`config.mk`:
```
export PLATFORM = sky130hd
export DESIGN_NAME = abbrev_table_leb128_parser_top_flat
export DESIGN_NICKNAME = d
export VERILOG_FILES = /design/src/sv/abtlp_pkg.sv /design/src/sv/abtlp_if.sv /design/src/sv/abtlp_parse.sv /design/src/sv/abtlp_out_reg.sv /design/src/sv/abbrev_table_leb128_parser_top.sv /design/src/flat_wrapper.sv
export VERILOG_INCLUDE_DIRS = /design/src /design/src/sv
export SDC_FILE = /design/constraint.sdc
export NUM_CORES = 1
export LEC_CHECK = 0
export ABC_AREA = 1
export BUFFER_PORTS_ARGS = -buffer_cell sky130_fd_sc_hd__buf_2
export CAP_MARGIN = 30
export CELL_PAD_IN_SITES_DETAIL_PLACEMENT = 1
export CELL_PAD_IN_SITES_GLOBAL_PLACEMENT = 2
export CORE_ASPECT_RATIO = 0.8
export CORE_MARGIN = 2
export CORE_UTILIZATION = 37
export CTS_CLUSTER_SIZE = 16
export DETAILED_ROUTE_END_ITERATION = 7
export PLACE_DENSITY = 0.9
export REMOVE_ABC_BUFFERS = 1
export SLEW_MARGIN = 5
export SYNTH_ARGS = -nofsm -noshare
export SYNTH_HDL_FRONTEND = slang
export SYNTH_SLANG_ARGS = --single-unit
export TNS_END_PERCENT = 20
```
`constraint.sdc`:
```
create_clock -name i_clk -period 17.08 [get_ports i_clk]
set_clock_uncertainty 0.1 [all_clocks]
set_input_delay 0.854 -clock i_clk [delete_from_list [all_inputs] [get_ports i_clk]]
set_output_delay 0.854 -clock i_clk [all_outputs]
set_load 0.05 [all_outputs]
```
`src/sv/abbrev_table_leb128_parser_top_macros.svh`:
```
// Assertion macros for the abbreviation table parser.
`ifndef ABBREV_TABLE_LEB128_PARSER_TOP_MACROS_SVH
`define ABBREV_TABLE_LEB128_PARSER_TOP_MACROS_SVH

// Same-cycle implication, disabled during reset.
`define ABTLP_ASSERT_IMP(label, clk, rst_n, ante, cons) \
    label: assert property (@(posedge clk) disable iff (!(rst_n)) (ante) |-> (cons)) \
        else $error("assertion failed");

// Next-cycle implication, disabled during reset.
`define ABTLP_ASSERT_NEXT(label, clk, rst_n, ante, cons) \
    label: assert property (@(posedge clk) disable iff (!(rst_n)) (ante) |=> (cons)) \
        else $error("assertion failed");

`endif

```
`src/sv/abtlp_pkg.sv`:
```
// Shared types and constants of the abbreviation table parser.
package abtlp_pkg;

    localparam logic [1:0] KIND_ENTRY_HEADER = 2'd0;
    localparam logic [1:0] KIND_ATTR_SPEC    = 2'd1;
    localparam logic [1:0] KIND_ENTRY_END    = 2'd2;
    localparam logic [1:0] KIND_TABLE_END    = 2'd3;

    localparam logic [63:0] FORM_IMPLICIT_CONST = 64'h21;
    localparam logic [6:0]  LEB_PAYLOAD_MASK    = 7'h7f;
    localparam logic [6:0]  LEB_STEP            = 7'd7;
    localparam logic [6:0]  LEB_SHIFT_LIMIT     = 7'd64;
    localparam logic [6:0]  LEB_SHIFT_SAT       = 7'd70;

    typedef struct packed {
        logic [1:0]         kind;
        logic [31:0]        entry_code;
        logic [15:0]        entry_tag;
        logic               has_children;
        logic [15:0]        attr_name;
        logic [15:0]        attr_form;
        logic signed [63:0] implicit_value;
        logic               code_match;
        logic               oversize;
    } t_result;

endpackage

```
`src/sv/abtlp_if.sv`:
```
// Handshake channel interfaces: table bytes, parse results, configuration write.
interface abtlp_in_if;
    logic       valid;
    logic       ready;
    logic [7:0] byte_in;
    logic       table_start;

    modport source (output valid, output byte_in, output table_start, input ready);
    modport sink   (input valid, input byte_in, input table_start, output ready);
endinterface

interface abtlp_out_if;
    logic               valid;
    logic               ready;
    logic [1:0]         kind;
    logic [31:0]        entry_code;
    logic [15:0]        entry_tag;
    logic               has_children;
    logic [15:0]        attr_name;
    logic [15:0]        attr_form;
    logic signed [63:0] implicit_value;
    logic               code_match;
    logic               oversize;

    modport source (output valid, output kind, output entry_code, output entry_tag,
                    output has_children, output attr_name, output attr_form,
                    output implicit_value, output code_match, output oversize,
                    input ready);
    modport sink   (input valid, input kind, input entry_code, input entry_tag,
                    input has_children, input attr_name, input attr_form,
                    input implicit_value, input code_match, input oversize,
                    output ready);
endinterface

interface abtlp_cfg_if;
    logic        valid;
    logic        ready;
    logic [31:0] search_code;

    modport source (output valid, output search_code, input ready);
    modport sink   (input valid, input search_code, output ready);
endinterface

```
`src/sv/abtlp_parse.sv`:
```
// Input register and byte-serial parse state with its next-state logic.
module abtlp_parse (
    input  logic               i_clk,
    input  logic               i_rst_n,
    abtlp_in_if.sink           i_byte_if,
    input  logic [31:0]        i_search_code,
    input  logic               i_res_ready,
    output logic               o_res_valid,
    output abtlp_pkg::t_result o_res
);
    import abtlp_pkg::*;

    typedef enum logic [2:0] {
        PH_CODE  = 3'd0,
        PH_TAG   = 3'd1,
        PH_CHILD = 3'd2,
        PH_NAME  = 3'd3,
        PH_FORM  = 3'd4,
        PH_CONST = 3'd5
    } t_phase;

    logic        r_in_valid;
    logic [7:0]  r_byte;
    logic        r_start;

    t_phase      r_phase,  n_phase;
    logic [63:0] r_acc,    n_acc;
    logic [6:0]  r_sc,     n_sc;
    logic [31:0] r_code,   n_code;
    logic [15:0] r_tag,    n_tag;
    logic [15:0] r_name,   n_name;
    logic [15:0] r_form,   n_form;
    logic        r_ovp,    n_ovp;

    logic        advance;
    logic        emit;
    t_result     res;
    t_phase      ph;
    logic [63:0] acc, acc_new, v_const;
    logic [6:0]  sc, sc_new;
    logic        ovp, last;

    assign advance         = r_in_valid && i_res_ready;
    assign i_byte_if.ready = !r_in_valid || i_res_ready;

    always_ff @(posedge i_clk) begin
        if (!i_rst_n) begin
            r_in_valid <= 1'b0;
        end else if (i_byte_if.ready) begin
            r_in_valid <= i_byte_if.valid;
        end
        if (i_byte_if.ready && i_byte_if.valid) begin
            r_byte  <= i_byte_if.byte_in;
            r_start <= i_byte_if.table_start;
        end
    end

    // Restart takes effect before the byte is used.
    always_comb begin
        ph      = r_start ? PH_CODE : r_phase;
        acc     = r_start ? 64'd0 : r_acc;
        sc      = r_start ? 7'd0 : r_sc;
        ovp     = r_start ? 1'b0 : r_ovp;
        last    = !r_byte[7];
        acc_new = (sc < LEB_SHIFT_LIMIT)
                ? (acc | ({57'd0, r_byte[6:0] & LEB_PAYLOAD_MASK} << sc[5:0])) : acc;
        sc_new  = (sc >= (LEB_SHIFT_LIMIT - 7'd1)) ? LEB_SHIFT_SAT : sc + LEB_STEP;
        v_const = acc_new;
        if (sc_new < LEB_SHIFT_LIMIT && r_byte[6]) begin
            v_const = acc_new | ({64{1'b1}} << sc_new[5:0]);
        end
    end

    always_comb begin
        n_phase = ph;
        n_acc   = acc;
        n_sc    = sc;
        n_code  = r_code;
        n_tag   = r_tag;
        n_name  = r_name;
        n_form  = r_form;
        n_ovp   = ovp;
        emit    = 1'b0;
        res     = '0;
        res.entry_code = r_code;

        unique case (ph)
            PH_CODE: begin
                n_acc = acc_new;
                n_sc  = sc_new;
                if (last) begin
                    n_acc = 64'd0;
                    n_sc  = 7'd0;
                    if (acc_new == 64'd0) begin
                        n_code         = 32'd0;
                        n_ovp          = 1'b0;
                        emit           = 1'b1;
                        res.kind       = KIND_TABLE_END;
                        res.entry_code = 32'd0;
                    end else begin
                        n_code  = acc_new[31:0];
                        n_ovp   = |acc_new[63:32];
                        n_phase = PH_TAG;
                    end
                end
            end
            PH_TAG: begin
                n_acc = acc_new;
                n_sc  = sc_new;
                if (last) begin
                    n_acc   = 64'd0;
                    n_sc    = 7'd0;
                    n_tag   = acc_new[15:0];
                    n_ovp   = ovp | (|acc_new[63:16]);
                    n_phase = PH_CHILD;
                end
            end
            PH_CHILD: begin
                n_ovp            = 1'b0;
                n_phase          = PH_NAME;
                emit             = 1'b1;
                res.kind         = KIND_ENTRY_HEADER;
                res.entry_tag    = r_tag;
                res.has_children = |r_byte;
                res.oversize     = ovp;
            end
            PH_NAME: begin
                n_acc = acc_new;
                n_sc  = sc_new;
                if (last) begin
                    n_acc   = 64'd0;
                    n_sc    = 7'd0;
                    n_name  = acc_new[15:0];
                    n_ovp   = |acc_new[63:16];
                    n_phase = PH_FORM;
                end
            end
            PH_FORM: begin
                n_acc = acc_new;
                n_sc  = sc_new;
                if (last) begin
                    n_acc = 64'd0;
                    n_sc  = 7'd0;
                    // Terminator needs both full values zero.
                    if (acc_new == 64'd0 && r_name == 16'd0 && !ovp) begin
                        n_phase  = PH_CODE;
                        emit     = 1'b1;
                        res.kind = KIND_ENTRY_END;
                    end else begin
                        n_form = acc_new[15:0];
                        n_ovp  = ovp | (|acc_new[63:16]);
                        if (acc_new == FORM_IMPLICIT_CONST) begin
                            n_phase = PH_CONST;
                        end else begin
                            n_ovp         = 1'b0;
                            n_phase       = PH_NAME;
                            emit          = 1'b1;
                            res.kind      = KIND_ATTR_SPEC;
                            res.attr_name = r_name;
                            res.attr_form = acc_new[15:0];
                            res.oversize  = ovp | (|acc_new[63:16]);
                        end
                    end
                end
            end
            PH_CONST: begin
                n_acc = acc_new;
                n_sc  = sc_new;
                if (last) begin
                    n_acc              = 64'd0;
                    n_sc               = 7'd0;
                    n_ovp              = 1'b0;
                    n_phase            = PH_NAME;
                    emit               = 1'b1;
                    res.kind           = KIND_ATTR_SPEC;
                    res.attr_name      = r_name;
                    res.attr_form      = r_form;
                    res.implicit_value = v_const;
                    res.oversize       = ovp;
                end
            end
            default: begin
                n_phase = PH_CODE;
                n_acc   = 64'd0;
                n_sc    = 7'd0;
            end
        endcase

        res.code_match = (res.kind != KIND_TABLE_END) && (i_search_code != 32'd0)
                       && (res.entry_code == i_search_code);
    end

    always_ff @(posedge i_clk) begin
        if (!i_rst_n) begin
            r_phase <= PH_CODE;
            r_acc   <= 64'd0;
            r_sc    <= 7'd0;
            r_code  <= 32'd0;
            r_tag   <= 16'd0;
            r_name  <= 16'd0;
            r_form  <= 16'd0;
            r_ovp   <= 1'b0;
        end else if (advance) begin
            r_phase <= n_phase;
            r_acc   <= n_acc;
            r_sc    <= n_sc;
            r_code  <= n_code;
            r_tag   <= n_tag;
            r_name  <= n_name;
            r_form  <= n_form;
            r_ovp   <= n_ovp;
        end
    end

    assign o_res_valid = advance && emit;
    assign o_res       = res;

endmodule

```
`src/sv/abtlp_out_reg.sv`:
```
// Result register that drives the result channel.
module abtlp_out_reg (
    input  logic               i_clk,
    input  logic               i_rst_n,
    input  logic               i_valid,
    input  abtlp_pkg::t_result i_res,
    output logic               o_ready,
    abtlp_out_if.source        o_result_if
);
    import abtlp_pkg::*;

    logic    r_valid;
    t_result r_res;

    // Load when empty or when the held result transfers this cycle.
    assign o_ready = !r_valid || o_result_if.ready;

    always_ff @(posedge i_clk) begin
        if (!i_rst_n) begin
            r_valid <= 1'b0;
        end else if (o_ready) begin
            r_valid <= i_valid;
        end
        if (o_ready && i_valid) begin
            r_res <= i_res;
        end
    end

    assign o_result_if.valid          = r_valid;
    assign o_result_if.kind           = r_res.kind;
    assign o_result_if.entry_code     = r_res.entry_code;
    assign o_result_if.entry_tag      = r_res.entry_tag;
    assign o_result_if.has_children   = r_res.has_children;
    assign o_result_if.attr_name      = r_res.attr_name;
    assign o_result_if.attr_form      = r_res.attr_form;
    assign o_result_if.implicit_value = r_res.implicit_value;
    assign o_result_if.code_match     = r_res.code_match;
    assign o_result_if.oversize       = r_res.oversize;

endmodule

```
`src/sv/abbrev_table_leb128_parser_top.sv`:
```
// Top level of the abbreviation table LEB128 parser.
// Takes one table byte per cycle, with no gaps, for as long as results are taken. A byte
// transfers into the input register, is parsed from there (LEB128 shift-accumulate and
// phase update in one combinational pass) and its result, if any, is then registered in
// the result register. A stalled result channel holds the input register, and the byte
// channel then takes no more than one byte.
// The search code register is written through its own channel, which is always ready.
module abbrev_table_leb128_parser_top (
    input  logic        i_clk,
    input  logic        i_rst_n,
    abtlp_in_if.sink    i_byte_if,
    abtlp_cfg_if.sink   i_cfg_if,
    abtlp_out_if.source o_result_if
);
    import abtlp_pkg::*;

    `include "abbrev_table_leb128_parser_top_macros.svh"

    logic [31:0] r_search_code;
    logic        res_valid;
    logic        res_ready;
    t_result     res;

    assign i_cfg_if.ready = 1'b1;

    always_ff @(posedge i_clk) begin
        if (!i_rst_n) begin
            r_search_code <= 32'd0;
        end else if (i_cfg_if.valid) begin
            r_search_code <= i_cfg_if.search_code;
        end
    end

    abtlp_parse u_parse (
        .i_clk         (i_clk),
        .i_rst_n       (i_rst_n),
        .i_byte_if     (i_byte_if),
        .i_search_code (r_search_code),
        .i_res_ready   (res_ready),
        .o_res_valid   (res_valid),
        .o_res         (res)
    );

    abtlp_out_reg u_out_reg (
        .i_clk       (i_clk),
        .i_rst_n     (i_rst_n),
        .i_valid     (res_valid),
        .i_res       (res),
        .o_ready     (res_ready),
        .o_result_if (o_result_if)
    );

    `ABTLP_ASSERT_IMP(a_table_end_clean, i_clk, i_rst_n,
        o_result_if.valid && o_result_if.kind == KIND_TABLE_END,
        o_result_if.entry_code == 32'd0 && !o_result_if.code_match && !o_result_if.oversize)
    `ABTLP_ASSERT_IMP(a_entry_end_clean, i_clk, i_rst_n,
        o_result_if.valid && o_result_if.kind == KIND_ENTRY_END,
        o_result_if.attr_name == 16'd0 && o_result_if.attr_form == 16'd0
            && o_result_if.implicit_value == 64'sd0)
    `ABTLP_ASSERT_IMP(a_match_nonzero, i_clk, i_rst_n,
        res_valid && res.code_match,
        res.entry_code != 32'd0)
    `ABTLP_ASSERT_NEXT(a_stall_holds_result, i_clk, i_rst_n,
        o_result_if.valid && !o_result_if.ready,
        o_result_if.valid && $stable(o_result_if.kind) && $stable(o_result_if.entry_code)
            && $stable(o_result_if.attr_name) && $stable(o_result_if.attr_form)
            && $stable(o_result_if.implicit_value))

endmodule

```
`src/flat_wrapper.sv`:
```
// flat-port wrapper written by rule: the top's interface ports become plain ports
module abbrev_table_leb128_parser_top_flat import abtlp_pkg::*;
  (i_clk, i_rst_n, i_byte_if_valid, i_byte_if_byte_in, i_byte_if_table_start, i_byte_if_ready, i_cfg_if_valid, i_cfg_if_search_code, i_cfg_if_ready, o_result_if_valid, o_result_if_kind, o_result_if_entry_code, o_result_if_entry_tag, o_result_if_has_children, o_result_if_attr_name, o_result_if_attr_form, o_result_if_implicit_value, o_result_if_code_match, o_result_if_oversize, o_result_if_ready);
  abtlp_in_if i_byte_if_i ();
  abtlp_cfg_if i_cfg_if_i ();
  abtlp_out_if o_result_if_i ();
  input  logic i_clk;
  input  logic i_rst_n;
  input wire logic [$bits(i_byte_if_i.valid)-1:0] i_byte_if_valid;
  input wire logic [$bits(i_byte_if_i.byte_in)-1:0] i_byte_if_byte_in;
  input wire logic [$bits(i_byte_if_i.table_start)-1:0] i_byte_if_table_start;
  output wire logic [$bits(i_byte_if_i.ready)-1:0] i_byte_if_ready;
  input wire logic [$bits(i_cfg_if_i.valid)-1:0] i_cfg_if_valid;
  input wire logic [$bits(i_cfg_if_i.search_code)-1:0] i_cfg_if_search_code;
  output wire logic [$bits(i_cfg_if_i.ready)-1:0] i_cfg_if_ready;
  output wire logic [$bits(o_result_if_i.valid)-1:0] o_result_if_valid;
  output wire logic [$bits(o_result_if_i.kind)-1:0] o_result_if_kind;
  output wire logic [$bits(o_result_if_i.entry_code)-1:0] o_result_if_entry_code;
  output wire logic [$bits(o_result_if_i.entry_tag)-1:0] o_result_if_entry_tag;
  output wire logic [$bits(o_result_if_i.has_children)-1:0] o_result_if_has_children;
  output wire logic [$bits(o_result_if_i.attr_name)-1:0] o_result_if_attr_name;
  output wire logic [$bits(o_result_if_i.attr_form)-1:0] o_result_if_attr_form;
  output wire logic [$bits(o_result_if_i.implicit_value)-1:0] o_result_if_implicit_value;
  output wire logic [$bits(o_result_if_i.code_match)-1:0] o_result_if_code_match;
  output wire logic [$bits(o_result_if_i.oversize)-1:0] o_result_if_oversize;
  input wire logic [$bits(o_result_if_i.ready)-1:0] o_result_if_ready;
  assign i_byte_if_i.valid = i_byte_if_valid;
  assign i_byte_if_i.byte_in = i_byte_if_byte_in;
  assign i_byte_if_i.table_start = i_byte_if_table_start;
  assign i_byte_if_ready = i_byte_if_i.ready;
  assign i_cfg_if_i.valid = i_cfg_if_valid;
  assign i_cfg_if_i.search_code = i_cfg_if_search_code;
  assign i_cfg_if_ready = i_cfg_if_i.ready;
  assign o_result_if_valid = o_result_if_i.valid;
  assign o_result_if_kind = o_result_if_i.kind;
  assign o_result_if_entry_code = o_result_if_i.entry_code;
  assign o_result_if_entry_tag = o_result_if_i.entry_tag;
  assign o_result_if_has_children = o_result_if_i.has_children;
  assign o_result_if_attr_name = o_result_if_i.attr_name;
  assign o_result_if_attr_form = o_result_if_i.attr_form;
  assign o_result_if_implicit_value = o_result_if_i.implicit_value;
  assign o_result_if_code_match = o_result_if_i.code_match;
  assign o_result_if_oversize = o_result_if_i.oversize;
  assign o_result_if_i.ready = o_result_if_ready;
  abbrev_table_leb128_parser_top u_core (.i_clk(i_clk), .i_rst_n(i_rst_n), .i_byte_if(i_byte_if_i), .i_cfg_if(i_cfg_if_i), .o_result_if(o_result_if_i));
endmodule
```
# Yosys cells after proc, flatten, opt, wreduce, memory -nomap -nowiden

Cells that the tools add are included.

Logic and storage cells: 124
Register bits after elaboration: 347
Output and inout port bits: 152
Input bits: 46

Order comparisons: 3
Reductions and logical operators: 27
Add/sub/neg operators: 1
Equal/unequal tests: 8
Muxes and demuxes: 55
Bitwise gates (word level): 6
Shift operators: 2

Operators with widths:

| operator                                           | number |
|---|---|
| 2-to-1 mux 64 bit                                  | 4 |
| 2-to-1 mux 32 bit                                  | 5 |
| bitwise OR 64 bit                                  | 2 |
| case mux 64 bit (2 select lines)                   | 1 |
| 2-to-1 mux 96 bit                                  | 1 |
| 2-to-1 mux 34 bit                                  | 2 |
| == test 64 x 6 -> 1 bit (second input constant)    | 1 |
| logical NOT 64 bit                                 | 1 |
| case mux 32 bit (2 select lines)                   | 1 |
| << shifter 64 x 6 -> 64 bit (first input constant) | 1 |
| << shifter 7 x 6 -> 64 bit                         | 1 |
| OR reduction 48 bit                                | 1 |
| == test 32 bit                                     | 1 |
| nonzero test 32 bit                                | 1 |
| OR reduction 32 bit                                | 1 |
| 2-to-1 mux 3 bit                                   | 9 |
| 2-to-1 mux 1 bit                                   | 21 |
| 2-to-1 mux 7 bit                                   | 3 |
| case mux 3 bit (6 select lines)                    | 1 |
| logical NOT 16 bit                                 | 1 |
| less-than comparator 7 bit (second input constant) | 2 |
| case mux 7 bit (2 select lines)                    | 1 |
| logical AND 1 bit                                  | 9 |
| AND reduction 3 bit                                | 3 |
| other kinds (20)                                   | 28 |

# Depth between registers and ports, before layout

Gate-level depths: netlist (run 1).

Depth in word-level cells: 13
Depth in mapped cells: 28
Mapped depth without buffers: 26

# Modules after synthesis

Synthesis (run 1) repeated with hierarchy kept, for this count alone.

Cells, all modules: 2,099
Area, all modules: 16,475.8 sq um

By module, submodules not included:

| module                         | seq. area each (sq um) | cells an instance | area each (sq um) | times used |
|---|---|---|---|---|
| abtlp_parse                    | 3,393.3                | 1,739             | 10,603.9          | 1 |
| abtlp_out_reg                  | 4,494.3                | 156               | 4,525.6           | 1 |
| abbrev_table_leb128_parser_top | 640.6                  | 204               | 1,346.3           | 1 |

# Worst setup path after synthesis (run 1)

OpenSTA, ideal clock, no wires.

Kind: reg-to-reg
Start: register u_core.u_parse.r_start
End: register u_core.u_out_reg.r_res, in the netlist u_core.u_out_reg.o_result_if.attr_form[0], enable pin
Arrival time: 5,164 ps
Buffers on the path: 4
Slack: 11,314 ps
Clock period less this slack: 5,766 ps
Required time: 16,478 ps
Cell stages (with the launch flop): 22
Cells stage by stage: edfxtp_1 -> buf_6 -> inv_6 -> nand2_4 -> inv_4 -> buf_6 -> nand3_2 -> nand3_1 -> nand3_1 -> nand4_1 -> nand2_2 -> nor2_1 -> nand2_1 -> nor2_1 -> nand2_1 -> nor2_2 -> nand3_2 -> buf_6 -> buf_6 -> nand3_1 -> nand2_1 -> inv_1

Word-level cells in the longest chain between the ends: 12
Elaborated cells between the ends (all ways): 25

Ends and longest elaborated chain:

| element                                                                            | RTL line            | RTL |
|---|---|---|
| start: declaration                                                                 | abtlp_parse.sv:24   | `logic r_start;` |
| start signal: assignment                                                           | abtlp_parse.sv:54   | `r_start <= i_byte_if.table_start;` |
| parallel branches: the longest is 9 deep, another holds less-than comparator 7 bit | --                  |  |
| case mux 1 bit (4 select lines) *                                                  | abtlp_parse.sv:87   | `unique case (ph)` |
| logical AND 1 bit *                                                                | abtlp_parse.sv:215  | `assign o_res_valid = advance && emit;` |
| logical AND 1 bit *                                                                | abtlp_out_reg.sv:24 | `if (o_ready && i_valid) begin` |
| end signal: assignment                                                             | abtlp_out_reg.sv:25 | `r_res <= i_res;` |
| end: declaration                                                                   | abtlp_out_reg.sv:13 | `t_result r_res;` |

Every way passes the cells marked *.
A chain may end at the register's enable or synchronous reset.

# Worst setup path after layout (run 1)

Start: register u_core.u_parse.r_start
End: register u_core.u_out_reg.r_res, in the netlist u_core.u_out_reg.o_result_if.implicit_value[5], enable pin

The elaborated chain is that of the path after synthesis.

==> results.sh, run 1 <==
export IMPL_hold_violations=0
export IMPL_outcome="finished, final reports clean"
export IMPL_drt_iter0_markers=1300
export IMPL_ys_types=45
export IMPL_design_area_um2=18800
export IMPL_postRouteAntennaNets=0
export IMPL_viasPerCell=5.50
export IMPL_avgSynthCellArea_um2=7.97
export IMPL_synth_edff_count=158
export IMPL_synth_top_cells_by_area="edfxtp_1, dfxtp_1, nand2_1, a21oi_1, o21ai_0"
export IMPL_synthCells=2019
export IMPL_io_buffers=196
export IMPL_clk_pin_slew_ps=70
export IMPL_worstMarginPinSlew_ps=1030
export IMPL_antenna_found_initial=0
export IMPL_grt_util_all_layers_pct=27.0
export IMPL_max_cap_viol_count=0
export IMPL_cp_required_ps=17190
export IMPL_max_freq_mhz=178
export IMPL_drv_slew=0
export IMPL_wirelength_um=61900
export IMPL_synth_top_area_share_pct=29.5
export IMPL_place_congestion=0.977
export IMPL_detailroute_via_count=15100
export IMPL_holdBufCountCts=0
export IMPL_synth_area_um2=16100
export IMPL_grt_first_pass_wirelength_um=93600
export IMPL_clk_latency_ps=550
export IMPL_die_y_um=191
export IMPL_max_slew_margin_rel_pct=30.7
export IMPL_rows=68
export IMPL_num_io_pins=198
export IMPL_rsz0062_at_grt="no"
export IMPL_tns_ps=0
export IMPL_coreArea_um2=43100
export IMPL_finalCritPeriodShare_pct=32.9
export IMPL_cts_setup_buffers=0
export IMPL_fin_crit_ps=5630
export IMPL_die_w_um=237
export IMPL_finalSetupViolCount=0
export IMPL_grt_overflow_total=0
export IMPL_grt_pass1_vias=15000
export IMPL_cts_tree="yes"
export IMPL_layout_nets=2208
export IMPL_cts_root_buf="clkbuf_16"
export IMPL_ys_seq_area_share_pct=53.0
export IMPL_start_util_pct=37.4
export IMPL_yosysWarnings=0
export IMPL_synth_ff_type="dfxtp_1"
export IMPL_drcViolationCount=0
export IMPL_grt_max_degree=78
export IMPL_avgRoutedWirePerCell_um=22.5
export IMPL_crit_path_start_kind="register"
export IMPL_critPathSlowestCell="o21ai_1"
export IMPL_critPathTopFamily="buffers and inverters"
export IMPL_synth_async_reset_ratio_pct=0
export IMPL_path_buf_inv=6
export IMPL_cts_max_level=2
export IMPL_synth_seq_cells=347
export IMPL_cts_sinks=347
export IMPL_cts_repair_resized=0
export IMPL_hpwl_um=43200
export IMPL_synth_top_area_cell="edfxtp_1"
export IMPL_ir_worst_vdd_mv=0.0630
export IMPL_hp_class="reg2reg"
export IMPL_die_area_um2=45200
export IMPL_worstSetupPathType="reg2reg"
export IMPL_power_density_nw_per_um2=101
export IMPL_placed_cell_area_um2=17400
export IMPL_drive_gt1_share_pct=15.2
export IMPL_syn_to_final_growth_pct=16.8
export IMPL_antenna_cells=0
export IMPL_worstPathArrival_ps=5740
export IMPL_cp_cell_sequence="inv_6, nand2_2, inv_2, nor2_4, inv_2, o21ai_1, nor2_1, nand3_1, nor2_1, nand4_1, nand3_1, nand3_1, nand2_1, inv_6, buf_4, buf_16"
export IMPL_p_leak_nw=7.72
export IMPL_path_max_fanout=77
export IMPL_endpoint_kind="register"
export IMPL_drt_first_pass_iters=5
export IMPL_cts_buffer_depth=3
export IMPL_slowest_delay_ps=820
export IMPL_numCtsBuffers=38
export IMPL_crit_top_cell="nand3_1"
-- through the flow --
step           hold slack, ps  utilization (%)  instances  setup slack [ps]  total power, W
4_1_cts                   353             43.6       2749             11340         0.00191
6_report                  351             43.7       2751             11450         0.00190
3_3_place_gp              334             40.4       2677             11500         0.00104
5_1_grt                   368             43.7       2751             11140         0.00196
3_5_place_dp              344             40.5       2679             11350         0.00104
2_1_floorplan             324                -       1905              8570        0.000975
-- cells in the final DEF (no fill, tap or decap), types with 10 or more instances in the layout --
| cell | count |
|---|---|
| nor4_1 | 11 |
| clkbuf_16 | 39 |
| a21oi_1 | 233 |
| o21ai_1 | 14 |
| nand2_1 | 461 |
| nand4_1 | 49 |
| nor2_1 | 191 |
| o22ai_1 | 12 |
| edfxtp_1 | 158 |
| nand2_2 | 11 |
| nand3b_1 | 16 |
| nand3_1 | 88 |
| o21ai_0 | 181 |
| buf_4 | 17 |
| nand3_2 | 10 |
| a31oi_1 | 13 |
| buf_2 | 196 |
| dfxtp_1 | 189 |
| inv_1 | 205 |
-- layout make-up --
class / instances / area, um^2
Fill cell: 5252 / 24300
Sequential cell: 347 / 8530
Multi-Input combinational cell: 1337 / 6220
Timing Repair Buffer: 216 / 1180
Clock buffer: 49 / 1070
Inverter: 221 / 843
Tap cell: 560 / 701
Clock inverter: 21 / 251
-- cell families after synthesis --
group	share of synthesized area, %
AND/OR/NAND/NOR	23.0
XOR/XNOR	0.272
buffers and inverters	8.42
AO/OA/AOI/OAI	15.2
other	0.0233
adder cells (fa/ha/maj)	0.0778
flip-flops	53.0
-- path summary, 6_finish.rpt --
check / startpoint / slack [ps] / to / cells past startpoint
setup / recovery: u_core.u_parse.r_start$_DFFE_PP_ / 11450 / u_core.u_out_reg.o_result_if.implicit_value[5]$_SDFFCE_PP0P_ / 16
hold / removal: u_core.u_parse.r_form[8]$_SDFFE_PN0P_ / 350 / u_core.u_parse.r_form[8]$_SDFFE_PN0P_ / 2
setup reg to reg: u_core.u_parse.r_start$_DFFE_PP_ / 11450 / u_core.u_out_reg.o_result_if.implicit_value[5]$_SDFFCE_PP0P_ / 16
hold reg to reg: u_core.u_parse.r_form[8]$_SDFFE_PN0P_ / 350 / u_core.u_parse.r_form[8]$_SDFFE_PN0P_ / 2
-- worst register-to-register path, delay by kind of cell, from the launching register on --
kind	cells	cell delay [ps]
flip-flops	1	630
AO/OA/AOI/OAI	1	820
AND/OR/NAND/NOR	9	1680
buffers and inverters	6	2020
-- Yosys cell counts, types with 6 or more instances --
cell type	instances
a21boi_1	6
nor2_1	193
nand3_1	88
clkbuf_1	82
buf_1	6
nand3b_1	16
nor4_1	11
buf_6	8
o21ai_1	14
nand2_1	461
dfxtp_1	189
inv_2	9
a31oi_1	13
a21oi_1	233
edfxtp_1	158
buf_2	15
nand4_1	49
nand3_2	10
inv_1	207
nand2_2	11
o22ai_1	12
o21ai_0	181
nor3_1	7
-- layer usage --
layer | GRT usage, % | part of all wire [%]
met1 | 38.7 | 47
met2 | 43.5 | 46
met3 | 3.21 | 5.2
met4 | 7.09 | 2.3
met5 | 0 | 0
-- where the power goes --
group | total [W] | leakage [nW] | internal [W] | switching [W]
clock | 0.000875 | 0.647 | 0.000511 | 0.000364
sequential | 0.000885 | 2.87 | 0.000873 | 0.0000123
combinational | 0.000140 | 4.21 | 0.0000312 | 0.000109
total | 0.00190 | 7.72 | 0.00141 | 0.000485
-- state kept, by name, indices dropped and copies added (netlist names), 7 cells and up --
signal                                       cells
u_core.r_search_code                            32
u_core.u_out_reg.o_result_if.attr_form          16
u_core.u_out_reg.o_result_if.attr_name          16
u_core.u_out_reg.o_result_if.entry_code         32
u_core.u_out_reg.o_result_if.entry_tag          16
u_core.u_out_reg.o_result_if.implicit_value     64
u_core.u_parse.r_acc                            64
u_core.u_parse.r_byte                            8
u_core.u_parse.r_code                           32
u_core.u_parse.r_form                           16
u_core.u_parse.r_name                           16
u_core.u_parse.r_sc                              7
u_core.u_parse.r_tag                            16
Note: power is estimated with default switching activity, not from simulation.
==> run 2: changes to the inputs <==
- CORE_UTILIZATION: 37 -> 34
- PLACE_DENSITY: 0.9 -> 0.84
- clock period: 17.08 -> 5.7 ns (I/O delays scaled with it)
==> results.sh, run 2 (synthesis gave the netlist of run 1 again) <==
export IMPL_outcome="finished, final reports clean"
export IMPL_max_freq_mhz=215
export IMPL_place_congestion=0.958
export IMPL_max_cap_viol_count=0
export IMPL_rr_worst_depth=19
export IMPL_start_util_pct=34.3
export IMPL_holdPathStages=3
export IMPL_hold_violations=0
export IMPL_rsz0062_at_grt="no"
export IMPL_numCtsBuffers=39
export IMPL_antenna_found_initial=0
export IMPL_coreArea_um2=46900
export IMPL_grt_overflow_total=0
export IMPL_worstMarginPinSlew_ps=1010
export IMPL_cp_required_ps=5870
export IMPL_antenna_cells=0
export IMPL_hp_start="i_cfg_if_search_code[15]"
export IMPL_r2r_setup_slack_ps=1060
export IMPL_wirelength_um=62700
export IMPL_utilization_pct=41.5
export IMPL_avgRoutedWirePerCell_um=21.8
export IMPL_rr_endpoint="u_core.u_out_reg.o_result_if.entry_code[23]$_DFFE_PP_"
export IMPL_path_max_fanout=34
export IMPL_cts_buffer_depth=3
export IMPL_layout_nets=2272
export IMPL_worstPathArrival_ps=4810
export IMPL_syn_to_final_growth_pct=21.1
export IMPL_drt_iter0_markers=1308
export IMPL_tns_ps=0
export IMPL_num_io_pins=198
export IMPL_hp_class="in2reg"
export IMPL_final_common_cell="nand2_1"
export IMPL_cts_max_level=2
export IMPL_rows=71
export IMPL_power_density_nw_per_um2=297
export IMPL_grt_first_pass_wirelength_um=94100
export IMPL_finalCritPeriodShare_pct=81.4
export IMPL_cts_tree="yes"
export IMPL_fin_crit_ps=4640
export IMPL_max_slew_margin_rel_pct=32.1
export IMPL_clk_pin_slew_ps=60
export IMPL_grt_util_all_layers_pct=25.3
export IMPL_clk_latency_ps=580
export IMPL_hpwl_um=43400
export IMPL_final_cell_mix="nand2_1, a21oi_1, inv_1"
export IMPL_postRouteAntennaNets=0
export IMPL_finalSetupViolCount=0
export IMPL_min_to="u_core.r_search_code[15]$_SDFFE_PN0P_"
export IMPL_worstSetupStartpoint="u_core.u_parse.r_start$_DFFE_PP_"
export IMPL_die_y_um=199
export IMPL_grt_max_degree=102
export IMPL_ir_worst_vdd_mv=0.180
export IMPL_drcViolationCount=0
export IMPL_die_w_um=247
export IMPL_drv_slew=0
export IMPL_endpoint_kind="register"
export IMPL_detailroute_via_count=15200
export IMPL_die_area_um2=49100
export IMPL_drt_first_pass_iters=5
export IMPL_cts_root_buf="clkbuf_16"
export IMPL_worstSetupPathType="reg2reg"
export IMPL_grt_pass1_vias=15200
export IMPL_viasPerCell=5.27
export IMPL_io_buffers=196
export IMPL_crit_path_start_kind="register"
export IMPL_cts_sinks=347
export IMPL_r2r_start="u_core.u_parse.r_start$_DFFE_PP_"
export IMPL_p_leak_nw=8.02
export IMPL_drive_gt1_share_pct=15.5
[run 2: report_power, final]
part | total, W | internal [W] | switching (W) | leakage (nW)
sequential | 0.00265 | 0.00262 | 0.0000391 | 2.87
clock | 0.00267 | 0.00155 | 0.00111 | 0.641
combinational | 0.000458 | 0.000123 | 0.000335 | 4.51
total | 0.00578 | 0.00429 | 0.00149 | 8.02
[run 2: per-stage QoR]
step                cell area (um^2)  hold WS (ps)  setup slack [ps]  cells  power (W)
floorplan                      15600           284             -2810   1905    0.00292
global placement               17700           335              1220   2759    0.00313
detailed placement             17700           343              1130   2760    0.00313
CTS                            19400          11.1              1110   2874    0.00581
global route                   19500          46.6               732   2876    0.00595
finish                         19500          41.1              1060   2876    0.00578
[run 2: cell type report]
cell class / count / area [um^2]
fillers: 5684 / 27400
multi-input cells: 1337 / 6220
flip-flops and latches: 347 / 8530
well taps: 620 / 776
inverters: 221 / 843
clock buffers: 45 / 1010
repair buffers: 279 / 1800
clock inverters: 27 / 309
[run 2: worst max-delay path by stage]
stage | to | slack (ps) | cells after the start
after floorplan | u_core.u_out_reg.o_result_if.attr_form[0]$_DFFE_PP_ | -2810 | 9
after global placement | u_core.u_out_reg.o_result_if.entry_code[23]$_DFFE_PP_ | 1220 | 19
after global routing | u_core.u_out_reg.o_result_if.implicit_value[5]$_SDFFCE_PP0P_ | 730 | 16
final | u_core.u_out_reg.o_result_if.entry_code[23]$_DFFE_PP_ | 1060 | 19
after detailed placement | register | 1130 | 19
after CTS | register | 1110 | 19
[run 2: critical path, stage by stage, from the launching register on]
cell and delay (ps):
edfxtp_1 590, inv_6 330, nand2_1 80, buf_4 260, nor2_1 690, nand3_1 150, o21ai_1 250, nand2_1 100
nand2_1 190, nor2_1 60, nand2_1 60, nor2_1 40, nand2_1 160, inv_1 90, nand4_1 150, nand3_1 90
nand3_1 90, nand2_1 130, inv_6 390, buf_12 260
[run 2: per-layer routing]
layer,GRT usage (%),up-vias,wire length [um]
met3,4.59,118,3730
met2,38.3,476,27200
met4,8.23,0,1830
li1,-,7127,-
met1,36.4,7440,29900
met5,0,-,0
[run 2: repair_timing]
action | CTS | global route
gates resized for setup | 0 | 0
setup endpoints to repair | 0 | 0
endpoints found under the hold margin | 41 | 0
hold buffers | 42 | 0
buffers inserted | 0 | 0
